File: config.mk
export PLATFORM = sky130hd
export DESIGN_NAME = bezier_patch_point_index_generator
export DESIGN_NICKNAME = d
export VERILOG_FILES = /design/src/hw/rtl/bpg_pkg.sv /design/src/hw/rtl/bpg_cfg.sv /design/src/hw/rtl/bpg_ctrl.sv /design/src/hw/rtl/bpg_dp.sv /design/src/hw/rtl/bezier_patch_point_index_generator.sv
export SDC_FILE = /design/constraint.sdc
export NUM_CORES = 2
export LEC_CHECK = 0
export BUFFER_PORTS_ARGS = -buffer_cell sky130_fd_sc_hd__buf_2
export CAP_MARGIN = 40
export CELL_PAD_IN_SITES_DETAIL_PLACEMENT = 1
export CELL_PAD_IN_SITES_GLOBAL_PLACEMENT = 2
export CORE_MARGIN = 2
export CORE_UTILIZATION = 40
export DETAILED_ROUTE_END_ITERATION = 10
export PLACE_DENSITY_LB_ADDON = 0.1
export SKIP_LAST_GASP = 1
export SLEW_MARGIN = 20
export SYNTH_ARGS = -nofsm -noshare
export SYNTH_HDL_FRONTEND = slang
export SYNTH_SLANG_ARGS = --single-unit
File: constraint.sdc
create_clock -name clk -period 12.21 [get_ports clk]
set_clock_uncertainty 0.15 [all_clocks]
set_input_delay 0.6105 -clock clk [delete_from_list [all_inputs] [get_ports clk]]
set_output_delay 0.6105 -clock clk [all_outputs]
set_load 0.005 [all_outputs]
File: src/hw/rtl/bpg_pkg.sv
// Shared types, constants and codes for the Bezier patch point index generator.
// Used by bpg_cfg, bpg_ctrl, bpg_dp and the top level.
`timescale 1ns / 1ps

package bpg_pkg;

  // Default sizing of the multiplicity table and degree clamp
  localparam int DEF_MAX_DIMS   = 3;
  localparam int DEF_MAX_KNOTS  = 64;
  localparam int DEF_MAX_DEGREE = 3;

  // Field widths
  localparam int AXES      = 3;   // dimensions that have registers
  localparam int DIM_W     = 2;
  localparam int DEG_W     = 2;
  localparam int KNOT_W    = 7;
  localparam int SLOT_W    = 6;
  localparam int MULT_W    = 4;
  localparam int PATCH_W   = 18;
  localparam int PID_W     = 24;
  localparam int LPOS_W    = 6;
  localparam int TOT_W     = 21;  // product of three patch counts of at most 126
  localparam int SUM_W     = 11;  // sum of at most 127 multiplicities of 4 bits
  localparam int DCNT_W    = 5;
  localparam int CIDX_W    = 3;
  localparam int CDATA_W   = 7;

  // Command codes of an input transaction
  localparam logic CMD_LOAD    = 1'b0;
  localparam logic CMD_REQUEST = 1'b1;

  // Configuration register indexes
  localparam logic [CIDX_W-1:0] REG_DIMS_USED = 3'd0;
  localparam logic [CIDX_W-1:0] REG_DEGREE_U  = 3'd1;
  localparam logic [CIDX_W-1:0] REG_DEGREE_V  = 3'd2;
  localparam logic [CIDX_W-1:0] REG_DEGREE_W  = 3'd3;
  localparam logic [CIDX_W-1:0] REG_KNOTS_U   = 3'd4;
  localparam logic [CIDX_W-1:0] REG_KNOTS_V   = 3'd5;
  localparam logic [CIDX_W-1:0] REG_KNOTS_W   = 3'd6;

  typedef struct packed {
    logic                cmd;
    logic [DIM_W-1:0]    dim_select;
    logic [SLOT_W-1:0]   knot_slot;
    logic [MULT_W-1:0]   multiplicity;
    logic [PATCH_W-1:0]  patch_number;
  } item_t;

  typedef struct packed {
    logic [PID_W-1:0]    point_id;
    logic [LPOS_W-1:0]   local_position;
    logic                last;
    logic                bad_patch;
  } result_t;

  // Clamped configuration as the datapath sees it
  typedef struct packed {
    logic [DIM_W-1:0]              nd;
    logic [AXES-1:0][DEG_W-1:0]    deg;
    logic [AXES-1:0][KNOT_W-1:0]   np;   // patch count per dimension
  } cfg_t;

  // Controller to datapath commands
  typedef struct packed {
    logic load;
    logic req;
    logic tot_step;
    logic div_start;
    logic div_step;
    logic scan_start;
    logic scale;
    logic base;
    logic emit;
    logic bad_out;
  } cmd_t;

  // Datapath to controller status
  typedef struct packed {
    logic dim_last;
    logic div_done;
    logic scan_done;
    logic bad;
    logic out_free;
    logic emit_last;
  } status_t;

endpackage

File: src/hw/rtl/bpg_cfg.sv
// Configuration registers, stored already clamped into their legal ranges.
// Depends on bpg_pkg.
`timescale 1ns / 1ps

module bpg_cfg #(
  parameter int MAX_DIMS   = bpg_pkg::DEF_MAX_DIMS,
  parameter int MAX_KNOTS  = bpg_pkg::DEF_MAX_KNOTS,
  parameter int MAX_DEGREE = bpg_pkg::DEF_MAX_DEGREE
) (
  input  logic                         clk,
  input  logic                         rst,
  input  logic                         cfg_valid,
  output logic                         cfg_ready,
  input  logic [bpg_pkg::CIDX_W-1:0]   cfg_index,
  input  logic [bpg_pkg::CDATA_W-1:0]  cfg_data,
  output bpg_pkg::cfg_t                cfg
);
  import bpg_pkg::*;

  logic [DIM_W-1:0]  nd_clamped;
  logic [DEG_W-1:0]  deg_clamped;
  logic [KNOT_W-1:0] np_clamped;
  logic [DIM_W-1:0]  dims_raw;
  logic [KNOT_W-1:0] knots_raw;

  assign cfg_ready = 1'b1;
  assign dims_raw  = cfg_data[DIM_W-1:0];
  assign knots_raw = cfg_data[KNOT_W-1:0];

  // Clamp the written value for each kind of register
  always_comb begin
    if (dims_raw == '0) begin
      nd_clamped = DIM_W'(1);
    end else if (int'(dims_raw) > MAX_DIMS) begin
      nd_clamped = DIM_W'(MAX_DIMS);
    end else begin
      nd_clamped = dims_raw;
    end
    if (int'(cfg_data[DEG_W-1:0]) > MAX_DEGREE) begin
      deg_clamped = DEG_W'(MAX_DEGREE);
    end else begin
      deg_clamped = cfg_data[DEG_W-1:0];
    end
    if (knots_raw < KNOT_W'(2)) begin
      np_clamped = KNOT_W'(1);
    end else if (int'(knots_raw) > MAX_KNOTS) begin
      np_clamped = KNOT_W'(MAX_KNOTS - 1);
    end else begin
      np_clamped = knots_raw - KNOT_W'(1);
    end
  end

  // Hold the registers, update on a write transaction
  always_ff @(posedge clk) begin
    if (rst) begin
      cfg.nd <= DIM_W'(1);
      for (int j = 0; j < AXES; j++) begin
        cfg.deg[j] <= DEG_W'(1);
        cfg.np[j]  <= KNOT_W'(1);
      end
    end else if (cfg_valid && cfg_ready) begin
      unique case (cfg_index)
        REG_DIMS_USED: cfg.nd     <= nd_clamped;
        REG_DEGREE_U:  cfg.deg[0] <= deg_clamped;
        REG_DEGREE_V:  cfg.deg[1] <= deg_clamped;
        REG_DEGREE_W:  cfg.deg[2] <= deg_clamped;
        REG_KNOTS_U:   cfg.np[0]  <= np_clamped;
        REG_KNOTS_V:   cfg.np[1]  <= np_clamped;
        REG_KNOTS_W:   cfg.np[2]  <= np_clamped;
        default: ;
      endcase
    end
  end

endmodule

File: src/hw/rtl/bpg_ctrl.sv
// Controller state machine: sequences load, patch count check, per-dimension
// divide, table scan and scaling, then point emission. Depends on bpg_pkg.
`timescale 1ns / 1ps

module bpg_ctrl (
  input  logic              clk,
  input  logic              rst,
  input  logic              item_valid,
  output logic              item_stall,
  input  logic              item_cmd,
  input  bpg_pkg::status_t  status,
  output bpg_pkg::cmd_t     cmd
);
  import bpg_pkg::*;

  typedef enum logic [3:0] {
    IDLE,
    TOTAL,
    CHECK,
    DIVIDE,
    SCAN,
    SCALE,
    BASE,
    EMIT,
    BAD
  } state_t;

  state_t state;
  state_t state_next;

  assign item_stall = (state != IDLE);

  // Decode commands and the next state
  always_comb begin
    cmd        = '0;
    state_next = state;
    unique case (state)
      IDLE: begin
        if (item_valid) begin
          if (item_cmd == CMD_LOAD) begin
            cmd.load = 1'b1;
          end else begin
            cmd.req    = 1'b1;
            state_next = TOTAL;
          end
        end
      end
      TOTAL: begin
        cmd.tot_step = 1'b1;
        if (status.dim_last) begin
          state_next = CHECK;
        end
      end
      CHECK: begin
        if (status.bad) begin
          state_next = BAD;
        end else begin
          cmd.div_start = 1'b1;
          state_next    = DIVIDE;
        end
      end
      DIVIDE: begin
        if (status.div_done) begin
          cmd.scan_start = 1'b1;
          state_next     = SCAN;
        end else begin
          cmd.div_step = 1'b1;
        end
      end
      SCAN: begin
        if (status.scan_done) begin
          state_next = SCALE;
        end
      end
      SCALE: begin
        cmd.scale  = 1'b1;
        state_next = BASE;
      end
      BASE: begin
        cmd.base = 1'b1;
        if (status.dim_last) begin
          state_next = EMIT;
        end else begin
          cmd.div_start = 1'b1;
          state_next    = DIVIDE;
        end
      end
      EMIT: begin
        if (status.out_free) begin
          cmd.emit = 1'b1;
          if (status.emit_last) begin
            state_next = IDLE;
          end
        end
      end
      BAD: begin
        if (status.out_free) begin
          cmd.bad_out = 1'b1;
          state_next  = IDLE;
        end
      end
      default: state_next = IDLE;
    endcase
  end

  // Hold state
  always_ff @(posedge clk) begin
    if (rst) begin
      state <= IDLE;
    end else begin
      state <= state_next;
    end
  end

endmodule

File: src/hw/rtl/bpg_dp.sv
// Datapath: multiplicity memory, restoring divider, prefix-sum scan, stride
// and offset products, point counters and the result register. Depends on bpg_pkg.
`timescale 1ns / 1ps

module bpg_dp #(
  parameter int MAX_DIMS  = bpg_pkg::DEF_MAX_DIMS,
  parameter int MAX_KNOTS = bpg_pkg::DEF_MAX_KNOTS
) (
  input  logic              clk,
  input  logic              rst,
  input  bpg_pkg::item_t    item,
  input  bpg_pkg::cfg_t     cfg,
  input  bpg_pkg::cmd_t     cmd,
  output bpg_pkg::status_t  status,
  output logic              result_valid,
  input  logic              result_stall,
  output bpg_pkg::result_t  result
);
  import bpg_pkg::*;

  localparam int DEPTH = MAX_DIMS * MAX_KNOTS;
  localparam int AW    = (DEPTH > 1) ? $clog2(DEPTH) : 1;

  // Multiplicity memory
  logic [MULT_W-1:0] mem [DEPTH];
  logic [MULT_W-1:0] rd_data;
  logic              load_ok;
  logic [AW-1:0]     load_addr;
  logic [AW-1:0]     scan_addr;

  // Request state
  logic [PATCH_W-1:0] patch;
  logic [PATCH_W-1:0] rem;
  logic [TOT_W-1:0]   total;
  logic [DIM_W-1:0]   d;
  logic [DEG_W-1:0]   deg_sel;
  logic [KNOT_W-1:0]  np_sel;

  // Divider
  logic [PATCH_W-1:0] div_q;
  logic [KNOT_W-1:0]  div_r;
  logic [DCNT_W-1:0]  div_cnt;
  logic [KNOT_W:0]    div_shift;
  logic               div_ge;

  // Scan
  logic               issuing;
  logic               rd_v;
  logic [KNOT_W-1:0]  k;
  logic [KNOT_W-1:0]  rd_k;
  logic [KNOT_W-1:0]  coord;
  logic [SUM_W-1:0]   res_sum;
  logic [SUM_W-1:0]   off_sum;

  // Strides and emission
  logic [PID_W-1:0]   stride;
  logic [PID_W-1:0]   str_cur;
  logic [PID_W-1:0]   res_val;
  logic [PID_W-1:0]   base_val;
  logic [PID_W-1:0]   str   [MAX_DIMS];
  logic [PID_W-1:0]   base  [MAX_DIMS];
  logic [PID_W-1:0]   acc   [MAX_DIMS];
  logic [PID_W-1:0]   acc_next [MAX_DIMS];
  logic [DEG_W-1:0]   lpos  [MAX_DIMS];
  logic [DEG_W-1:0]   lpos_next [MAX_DIMS];
  logic [LPOS_W-1:0]  pos;
  logic [PID_W-1:0]   pid_sum;
  logic               emit_last;
  logic               carry;

  assign deg_sel = cfg.deg[d];
  assign np_sel  = cfg.np[d];

  assign load_ok   = (int'(item.dim_select) < MAX_DIMS) && (int'(item.knot_slot) < MAX_KNOTS);
  assign load_addr = AW'(int'(item.dim_select) * MAX_KNOTS + int'(item.knot_slot));
  assign scan_addr = AW'(int'(d) * MAX_KNOTS + int'(k));

  // Restoring divide step: one quotient bit a cycle
  assign div_shift = {div_r, div_q[PATCH_W-1]};
  assign div_ge    = (div_shift >= {1'b0, np_sel});

  assign res_val  = PID_W'(res_sum) - PID_W'(deg_sel) - PID_W'(1);
  assign base_val = PID_W'(PID_W'(off_sum) * str_cur);

  // Advance the local point counters, dimension 0 fastest
  always_comb begin
    carry     = 1'b1;
    emit_last = 1'b1;
    pid_sum   = '0;
    for (int j = 0; j < MAX_DIMS; j++) begin
      lpos_next[j] = lpos[j];
      acc_next[j]  = acc[j];
      pid_sum      = pid_sum + acc[j];
      if (j < int'(cfg.nd)) begin
        if (lpos[j] != cfg.deg[j]) begin
          emit_last = 1'b0;
        end
        if (carry) begin
          if (lpos[j] == cfg.deg[j]) begin
            lpos_next[j] = '0;
            acc_next[j]  = base[j];
          end else begin
            lpos_next[j] = lpos[j] + DEG_W'(1);
            acc_next[j]  = acc[j] + str[j];
            carry        = 1'b0;
          end
        end
      end
    end
  end

  always_comb begin
    status.dim_last  = (d == cfg.nd - DIM_W'(1));
    status.div_done  = (div_cnt == DCNT_W'(PATCH_W));
    status.scan_done = !issuing && !rd_v;
    status.bad       = (TOT_W'(patch) >= total);
    status.out_free  = !result_valid || !result_stall;
    status.emit_last = emit_last;
  end

  // Write loads, read during the scan
  always_ff @(posedge clk) begin
    if (cmd.load && load_ok) begin
      mem[load_addr] <= item.multiplicity;
    end
    if (issuing) begin
      rd_data <= mem[scan_addr];
    end
  end

  // Control flags
  always_ff @(posedge clk) begin
    if (rst) begin
      issuing      <= 1'b0;
      rd_v         <= 1'b0;
      result_valid <= 1'b0;
    end else begin
      rd_v <= issuing;
      if (cmd.scan_start) begin
        issuing <= 1'b1;
      end else if (issuing && k == np_sel) begin
        issuing <= 1'b0;
      end
      if (cmd.emit || cmd.bad_out) begin
        result_valid <= 1'b1;
      end else if (!result_stall) begin
        result_valid <= 1'b0;
      end
    end
  end

  // Datapath registers
  always_ff @(posedge clk) begin
    if (cmd.req) begin
      patch  <= item.patch_number;
      rem    <= item.patch_number;
      total  <= TOT_W'(1);
      stride <= PID_W'(1);
      d      <= '0;
      pos    <= '0;
      for (int j = 0; j < MAX_DIMS; j++) begin
        lpos[j] <= '0;
        str[j]  <= '0;
        base[j] <= '0;
        acc[j]  <= '0;
      end
    end
    if (cmd.tot_step) begin
      total <= TOT_W'(total * TOT_W'(np_sel));
      d     <= status.dim_last ? '0 : d + DIM_W'(1);
    end
    if (cmd.div_start) begin
      div_q   <= rem;
      div_r   <= '0;
      div_cnt <= '0;
    end
    if (cmd.div_step) begin
      div_r   <= div_ge ? KNOT_W'(div_shift - {1'b0, np_sel}) : div_shift[KNOT_W-1:0];
      div_q   <= {div_q[PATCH_W-2:0], div_ge};
      div_cnt <= div_cnt + DCNT_W'(1);
    end
    // Scan slots 0..np: total for resolution, slots 1..coord for offset
    if (cmd.scan_start) begin
      coord   <= div_r;
      rem     <= div_q;
      k       <= '0;
      res_sum <= '0;
      off_sum <= '0;
    end
    if (issuing) begin
      k    <= k + KNOT_W'(1);
      rd_k <= k;
    end
    if (rd_v) begin
      res_sum <= res_sum + SUM_W'(rd_data);
      if (rd_k != '0 && rd_k <= coord) begin
        off_sum <= off_sum + SUM_W'(rd_data);
      end
    end
    if (cmd.scale) begin
      str_cur <= stride;
      stride  <= PID_W'(stride * res_val);
    end
    if (cmd.base) begin
      for (int j = 0; j < MAX_DIMS; j++) begin
        if (d == DIM_W'(j)) begin
          str[j]  <= str_cur;
          base[j] <= base_val;
          acc[j]  <= base_val;
        end
      end
      d <= d + DIM_W'(1);
    end
    // Load the result register
    if (cmd.emit) begin
      result.point_id       <= pid_sum;
      result.local_position <= pos;
      result.last           <= emit_last;
      result.bad_patch      <= 1'b0;
      pos                   <= pos + LPOS_W'(1);
      for (int j = 0; j < MAX_DIMS; j++) begin
        lpos[j] <= lpos_next[j];
        acc[j]  <= acc_next[j];
      end
    end
    if (cmd.bad_out) begin
      result.point_id       <= '0;
      result.local_position <= '0;
      result.last           <= 1'b1;
      result.bad_patch      <= 1'b1;
    end
  end

endmodule

File: src/hw/rtl/bezier_patch_point_index_generator.sv
// Bezier patch point index generator. A load transaction writes the
// multiplicity table. A request forms the patch count, then per dimension runs the
// bit-serial divider, the table scan and the scale and base steps. It then emits
// one point per cycle unless stalled, the product of (degree+1) over dimensions.
// Reset (synchronous, rst high) clears control and restores register defaults;
// the multiplicity table is not cleared and must be loaded before use.
`timescale 1ns / 1ps

module bezier_patch_point_index_generator #(
  parameter int MAX_DIMS   = bpg_pkg::DEF_MAX_DIMS,
  parameter int MAX_KNOTS  = bpg_pkg::DEF_MAX_KNOTS,
  parameter int MAX_DEGREE = bpg_pkg::DEF_MAX_DEGREE
) (
  input  logic                         clk,
  input  logic                         rst,
  input  logic                         item_valid,
  output logic                         item_stall,
  input  bpg_pkg::item_t               item,
  output logic                         result_valid,
  input  logic                         result_stall,
  output bpg_pkg::result_t             result,
  input  logic                         cfg_valid,
  output logic                         cfg_ready,
  input  logic [bpg_pkg::CIDX_W-1:0]   cfg_index,
  input  logic [bpg_pkg::CDATA_W-1:0]  cfg_data
);
  import bpg_pkg::*;

  cfg_t    cfg;
  cmd_t    cmd;
  status_t status;

  bpg_cfg #(
    .MAX_DIMS   (MAX_DIMS),
    .MAX_KNOTS  (MAX_KNOTS),
    .MAX_DEGREE (MAX_DEGREE)
  ) u_cfg (
    .clk       (clk),
    .rst       (rst),
    .cfg_valid (cfg_valid),
    .cfg_ready (cfg_ready),
    .cfg_index (cfg_index),
    .cfg_data  (cfg_data),
    .cfg       (cfg)
  );

  bpg_ctrl u_ctrl (
    .clk        (clk),
    .rst        (rst),
    .item_valid (item_valid),
    .item_stall (item_stall),
    .item_cmd   (item.cmd),
    .status     (status),
    .cmd        (cmd)
  );

  bpg_dp #(
    .MAX_DIMS  (MAX_DIMS),
    .MAX_KNOTS (MAX_KNOTS)
  ) u_dp (
    .clk          (clk),
    .rst          (rst),
    .item         (item),
    .cfg          (cfg),
    .cmd          (cmd),
    .status       (status),
    .result_valid (result_valid),
    .result_stall (result_stall),
    .result       (result)
  );

endmodule

---- Word-level counts from Yosys, hierarchy flattened ----
Memories as Yosys holds them, arrays and structs flattened. A register that Yosys moved wholly into a read port is not among the register bits.
Cells that the tools add are included.
cells by class
  bitwise logic cells ..................... 15
  reduce and logical (&&, ||, !) cells .... 33
  div/mod/pow operators ................... 0
  mux-type cells .......................... 121
  add/sub/neg operators ................... 21
  order comparisons ....................... 10
  eq/ne operators ......................... 34
  multiply operators ...................... 3
  shifts and indexed selects .............. 0
operators by type and width
  kind                   count
  $mux 24                22
  $add 24x24->24         5
  $mux 18                4
  $mux 7                 8
  $mux 11                5
  $mux 1                 42
  $mux 21                2
  $mux 2                 20
  $mux 4                 9
  $pmux 4 s9             1
  $mul 11x24->24         1
  $mul 24x24->24         1
  $sub 24x1->24 const B  1
  $add 11x4->11          2
  $ge 18x21->1           1
  $mul 21x7->21          1
  $eq 4x3->1 const B     4
  $reduce_bool 2->1      8
  $or 1x1->1             15
  $bmux 7 s2             1
  $reduce_and 2->1       7
  $mux 6                 2
  $ne 2x2->1 const B     6
  $sub 11x2->12          1
  44 further kinds       68
word-level totals
  output and inout bits ................... 35
  bits in latches ......................... 0
  memory bits (writable) .................. 990
  memory bits (read-only) ................. 0
  logic and storage cells ................. 272
  register bits ........................... 254
  memories kept ........................... 5
memory list
  memory     words  width  read ports  clocked after Yosys merged registers in  wr ports  line          text
  u_dp.mem   192    4      1           1                                        1         bpg_dp.sv:25  logic [MULT_W-1:0] mem [DEPTH];
  u_dp.acc   3      24     3           0                                        3         bpg_dp.sv:62  logic [PID_W-1:0] acc [MAX_DIMS];
  u_dp.base  3      24     3           0                                        3         bpg_dp.sv:61  logic [PID_W-1:0] base [MAX_DIMS];
  u_dp.str   3      24     3           0                                        3         bpg_dp.sv:60  logic [PID_W-1:0] str [MAX_DIMS];
  u_dp.lpos  3      2      3           0                                        3         bpg_dp.sv:64  logic [DEG_W-1:0] lpos [MAX_DIMS];

---- Depth between registers and ports, before layout ----
An unclocked memory read counts as a cell.
  depth after elaboration ................. 11
  mapped depth ............................ 40
  gate-level depth less buffers ........... 37

---- Modules after synthesis ----
From an unflattened synthesis, not the netlist that was laid out.
unflattened totals
  cell total of the unflattened synthesis .. 5562
  area total of the unflattened synthesis .. 72126.7 µm²
modules (own cells, without submodules)
  module    times used  area an instance (µm²)  cells an instance
  bpg_dp    1           70343.7                 5362
  bpg_cfg   1           1356.3                  144
  bpg_ctrl  1           426.7                   56

---- Worst setup path after synthesis ----
OpenSTA, ideal clock, no wires.
  path kind ............................... reg2reg
  from .................................... reg u_dp.d[1]
  to ...................................... reg u_dp.stride[23] (data pin)
  path buffers ............................ 4
  period minus slack after synthesis ...... 9.384 ns
  cell stages (with the launch flop) ...... 35
  data arrival time ....................... 8.969 ns
  library setup time ...................... 0.264 ns
  required time ........................... 11.796 ns
  slack ................................... 2.826 ns
  cells stage by stage .................... edfxtp_1 -> clkbuf_1 -> buf_1 -> mux2i_1 -> o21ai_0 -> ha_1 -> inv_1 -> fa_1 -> clkbuf_1 -> nor2_2 -> or4_1 -> a2111oi_2 -> nand3_1 -> nand2_1 -> clkbuf_1 -> nand2_1 -> fa_1 -> inv_1 -> fa_1 -> inv_1 -> fa_1 -> fa_1 -> fa_1 -> fa_1 -> fa_1 -> xor2_1 -> xnor2_1 -> xnor2_1 -> xnor2_1 -> xnor2_1 -> xnor3_1 -> xnor2_2 -> xnor3_1 -> xor2_1 -> nor2_1
on the way
  cells in the longest elaborated chain, start to end .. 6
ends and longest elaborated chain
  element                       line           text
  start, declared               bpg_dp.sv:35   logic [DIM_W-1:0] d;
  start signal, assigned        bpg_dp.sv:170  d <= status.dim_last ? '0 : d + DIM_W'(1);
  start signal, assigned        bpg_dp.sv:212  d <= d + DIM_W'(1);
  $bmux 2 s2                    bpg_dp.sv:71   assign deg_sel = cfg.deg[d];
  $mux 2 (not written as such)  bpg_dp.sv:71
  $sub 11x2->12                 bpg_dp.sv:82   assign res_val = PID_W'(res_sum) - PID_W'(deg_sel) - PID_W'(1);
  $sub 24x1->24                 bpg_dp.sv:82
  $mul 24x24->24                bpg_dp.sv:202  stride <= PID_W'(stride * res_val);
  $mux 24                       bpg_dp.sv:200  if (cmd.scale) begin
  end signal, assigned          bpg_dp.sv:202
  end, declared                 bpg_dp.sv:56   logic [PID_W-1:0] stride;
Every way passes these cells. The select of a mux whose other input is x is not followed.
A chain may end at the register's enable or synchronous reset.

---- Worst setup path in the final report ----
  from .................................... reg u_dp.d[0]
  to ...................................... reg u_dp.stride[23] (data pin)
The elaborated chain is that of the path after synthesis.

==> results.yml <==
outcome:
  outcome: "finished clean"
grt:
  overflow: 0
  grt_max_degree: 157
  track_usage: 0.216
  antenna_found_initial: 6
  grt_pass1_wl_um: 305000
  grt_pass1_vias: 47900
worst_setup_path:
  cpMostUsedCell: "fa_1"
  cp_max_fo: 16
  cp_top_family: "adder cells"
  cp-end-kind: "flop"
  r2r-start: "u_dp.d[0]"
  slowest_delay_ns: 0.61
  worstSetupStartpointType: "flop"
  reg2reg_depth: 31
  critPathLaunch: "u_dp.d[0]"
  criticalPathCategory: "flop to flop"
  crit_cells: 31
  slowest_stage: "nor2_1"
  rr_endpoint: "u_dp.stride[23]"
  arrival_ns: 10.98
  worstPathRequired_ns: 12.54
  crit_path_end: "u_dp.stride[23]"
  ff2ff_setup_slack_ns: 1.55
  cp_num_buf_inv: 4
power_and_ir_drop:
  power.share.combinational: 0.548
  powerDensity_nw_per_um2: 260
  switchingPower_mw: 8.73
  p_clk_frac: 0.207
  switching_share: 0.412
  seqPwrFrac: 0.245
  leakagePower_nw: 30.8
  power.total_mw: 21.2
  vdd_drop_max_uv: 668
  power.internal_mw: 12.5
placed_design:
  portBuffers: 79
  gp_congestion: 0.800
  place_area_um2: 76300
  place_inst: 7929
  place_ws_ns: 1.49
  dp_hpwl_um: 137000
timing:
  period_needed_ns: 10.66
  min_period_over_period: 0.873
  hold_slack_ns: 0.0584
  finalWorstSetupSlack_ns: 1.55
  drv_slew: 0
  setup_viol: 0
  clock.fmax_mhz: 93.8
  hold_viol: 0
  rsz0062_at_grt: "false"
  fin_tns_setup_ns: 0
  worst_slew_pin_slew_ns: 1.06
  relSlewSlack: 0.292
synthesis:
  syn_inst: 5631
  seq_area_frac_synth: 0.504
  async_reset_ff_frac: 0
  yosysTopAreaCell: "edfxtp_1"
  yosys_register_bits: 1248
  yosys_warnings: 0
  synth_area_um2: 72800
  syn-num-nets: 6443
  syn_area_per_cell_um2: 12.9
  synthFlopType: "edfxtp_1"
  synth_edf_count: 1169
  synthTopCellsByArea: "edfxtp_1, fa_1, mux4_2, ha_1, nand2_1"
  synth_cell_type_count: 88
  synth_top_area_frac: 0.482
floorplanning:
  rows: 156
  pin_count: 81
  core_um2: 181000
  die_x_um: 431
  die_h_um: 431
  start_util: 0.403
  dieArea_um2: 185000
layout:
  final_util: 0.451
  fill_cells: 18400
  drive_above_1_share: 0.120
  stdcell_area_um2: 81600
  final_nets: 6553
  instances_no_fill: 8227
  final_cell_mix: "edfxtp_1, nand2_1, inv_1"
  layout_commonest_cell: "edfxtp_1"
  synthToLayoutAreaGrowth_pct: 12.1
cts:
  cts_buffers: 143
  clock_latency_ns: 0.80
  cts_tree: "done"
  clk_root_buffer_cell: "clkbuf_16"
  clkTransAtPathRegs_ns: 0.07
  cts_max_level: 4
  cts_resized: 0
  cts_sinks: 1248
  clock_path_buffers: 3
  post_cts_buffers: 0
detailed_routing:
  drc: 0
  vias: 43600
  ant_nets: 0
  wl_per_cell_um: 23.9
  via_per_inst: 5.30
  drt_iter0_markers: 2668
  totalWireLength_um: 197000
  drt_pass1_iterations: 5
flow_run:
  max_cap_violations: 0
min_path:
  min_path_type: "input pin to flop"
==> Yosys cell counts (11+ instances only) <==
cell      instances
a211oi_1         24
a21o_1           70
a21oi_1         136
a22o_1           11
a31oi_1          19
and2_1          241
and3_1           26
buf_1            39
clkbuf_1        211
dfxtp_1          79
edfxtp_1       1169
fa_1            468
ha_1            298
inv_1           583
mux2i_1          71
mux4_2          252
nand2_1         644
nand2b_1         37
nand3_1          50
nand4_1          18
nor2_1          386
nor2b_1          78
nor3_1           47
nor3b_1          12
o211ai_1         14
o21a_1           34
o21ai_0         183
o21bai_1         19
or3_1            19
xnor2_1         155
xor2_1           88
==> metal layers <==
metal / routed length (um) / track usage / vias to the layer above
li1: - / - / 19900
met1: 93800 / 0.312 / 22800
met2: 92800 / 0.353 / 702
met3: 6640 / 0.0287 / 216
met4: 3490 / 0.0422 / 0
met5: 0 / 0 / -
==> power groups by stage <==
stage               clock network [mW]  registers, mW  logic (mW)
floorplan                            0           5.16        8.86
global placement                     0           5.31        11.6
detailed placement                   0           5.30        11.7
CTS                               4.49           5.21        11.9
global route                      4.63           5.23        13.4
finish                            4.39           5.20        11.6
==> worst register-to-register path, delay by kind of cell (launching register included) <==
kind	cells	cell delay [ns]
AOI/OAI and AO/OA	2	1.01
xor gates and xnor gates	9	2.01
adders and majority gates	8	3.70
buffers and inverters	4	0.48
DFF	1	0.34
and+or+nand+nor	8	2.65
==> layout make-up <==
| cell class | count | area, um^2 | share of cell area |
|---|---|---|---|
| multi-input cells | 3542 | 33000 | 0.405 |
| flip-flops and latches | 1248 | 36700 | 0.450 |
| inverters | 583 | 2190 | 0.0268 |
| clock inverters | 81 | 996 | 0.0122 |
| repair buffers | 223 | 1950 | 0.0239 |
| diodes | 2 | 5.00 | 0.0000613 |
| clock buffers | 178 | 3770 | 0.0462 |
| well taps | 2370 | 2970 | 0.0363 |
==> flip-flops by register name, indices dropped and copies added (netlist names), 11 cells and up <==
name and count:
u_dp.patch 18, u_dp.div_q 18, u_dp.total 21, u_dp.str 72
u_dp.rem 18, u_cfg.cfg 29, u_dp.str_cur 24, u_dp.mem 768
u_dp.base 72, u_dp.off_sum 11, u_dp.result 32, u_dp.stride 24
u_dp.res_sum 11, u_dp.acc 72
==> what timing repair did <==
| item | in CTS | in global routing |
|---|---|---|
| hold endpoints to repair | 36 | 29 |
| endpoints found under the setup margin | 0 | 0 |
| hold buffers | 18 | 2 |
==> logic make-up after synthesis <==
family / Yosys count / synth area share
AND/OR/NAND/NOR: 1599 / 0.101
flip-flops: 1248 / 0.504
buffers and inverters: 841 / 0.0436
adder cells (fa/ha/maj): 766 / 0.180
AO/OA/AOI/OAI: 604 / 0.0527
multiplexers: 324 / 0.0879
XOR/XNOR: 248 / 0.0306
other: 1 / 0.0000515
==> how the worst min path moves through the flow <==
stage | start | end | depth (start not counted) | slack [ns]
2_1_floorplan | u_dp.k[2] | u_dp.rd_k[2] | 0 | 0.27
3_3_place_gp | u_dp.result[18] | u_dp.result[18] | 2 | 0.29
3_5_place_dp | u_dp.result[15] | u_dp.result[15] | 2 | 0.29
4_1_cts | item[18] | u_dp.mem[88][0] | 1 | 0.008
5_1_grt | item[18] | u_dp.mem[88][0] | 1 | 0.03
6_report | item[18] | u_dp.mem[90][0] | 1 | 0.06
No activity file was read; power rests on OpenSTA's default activity.
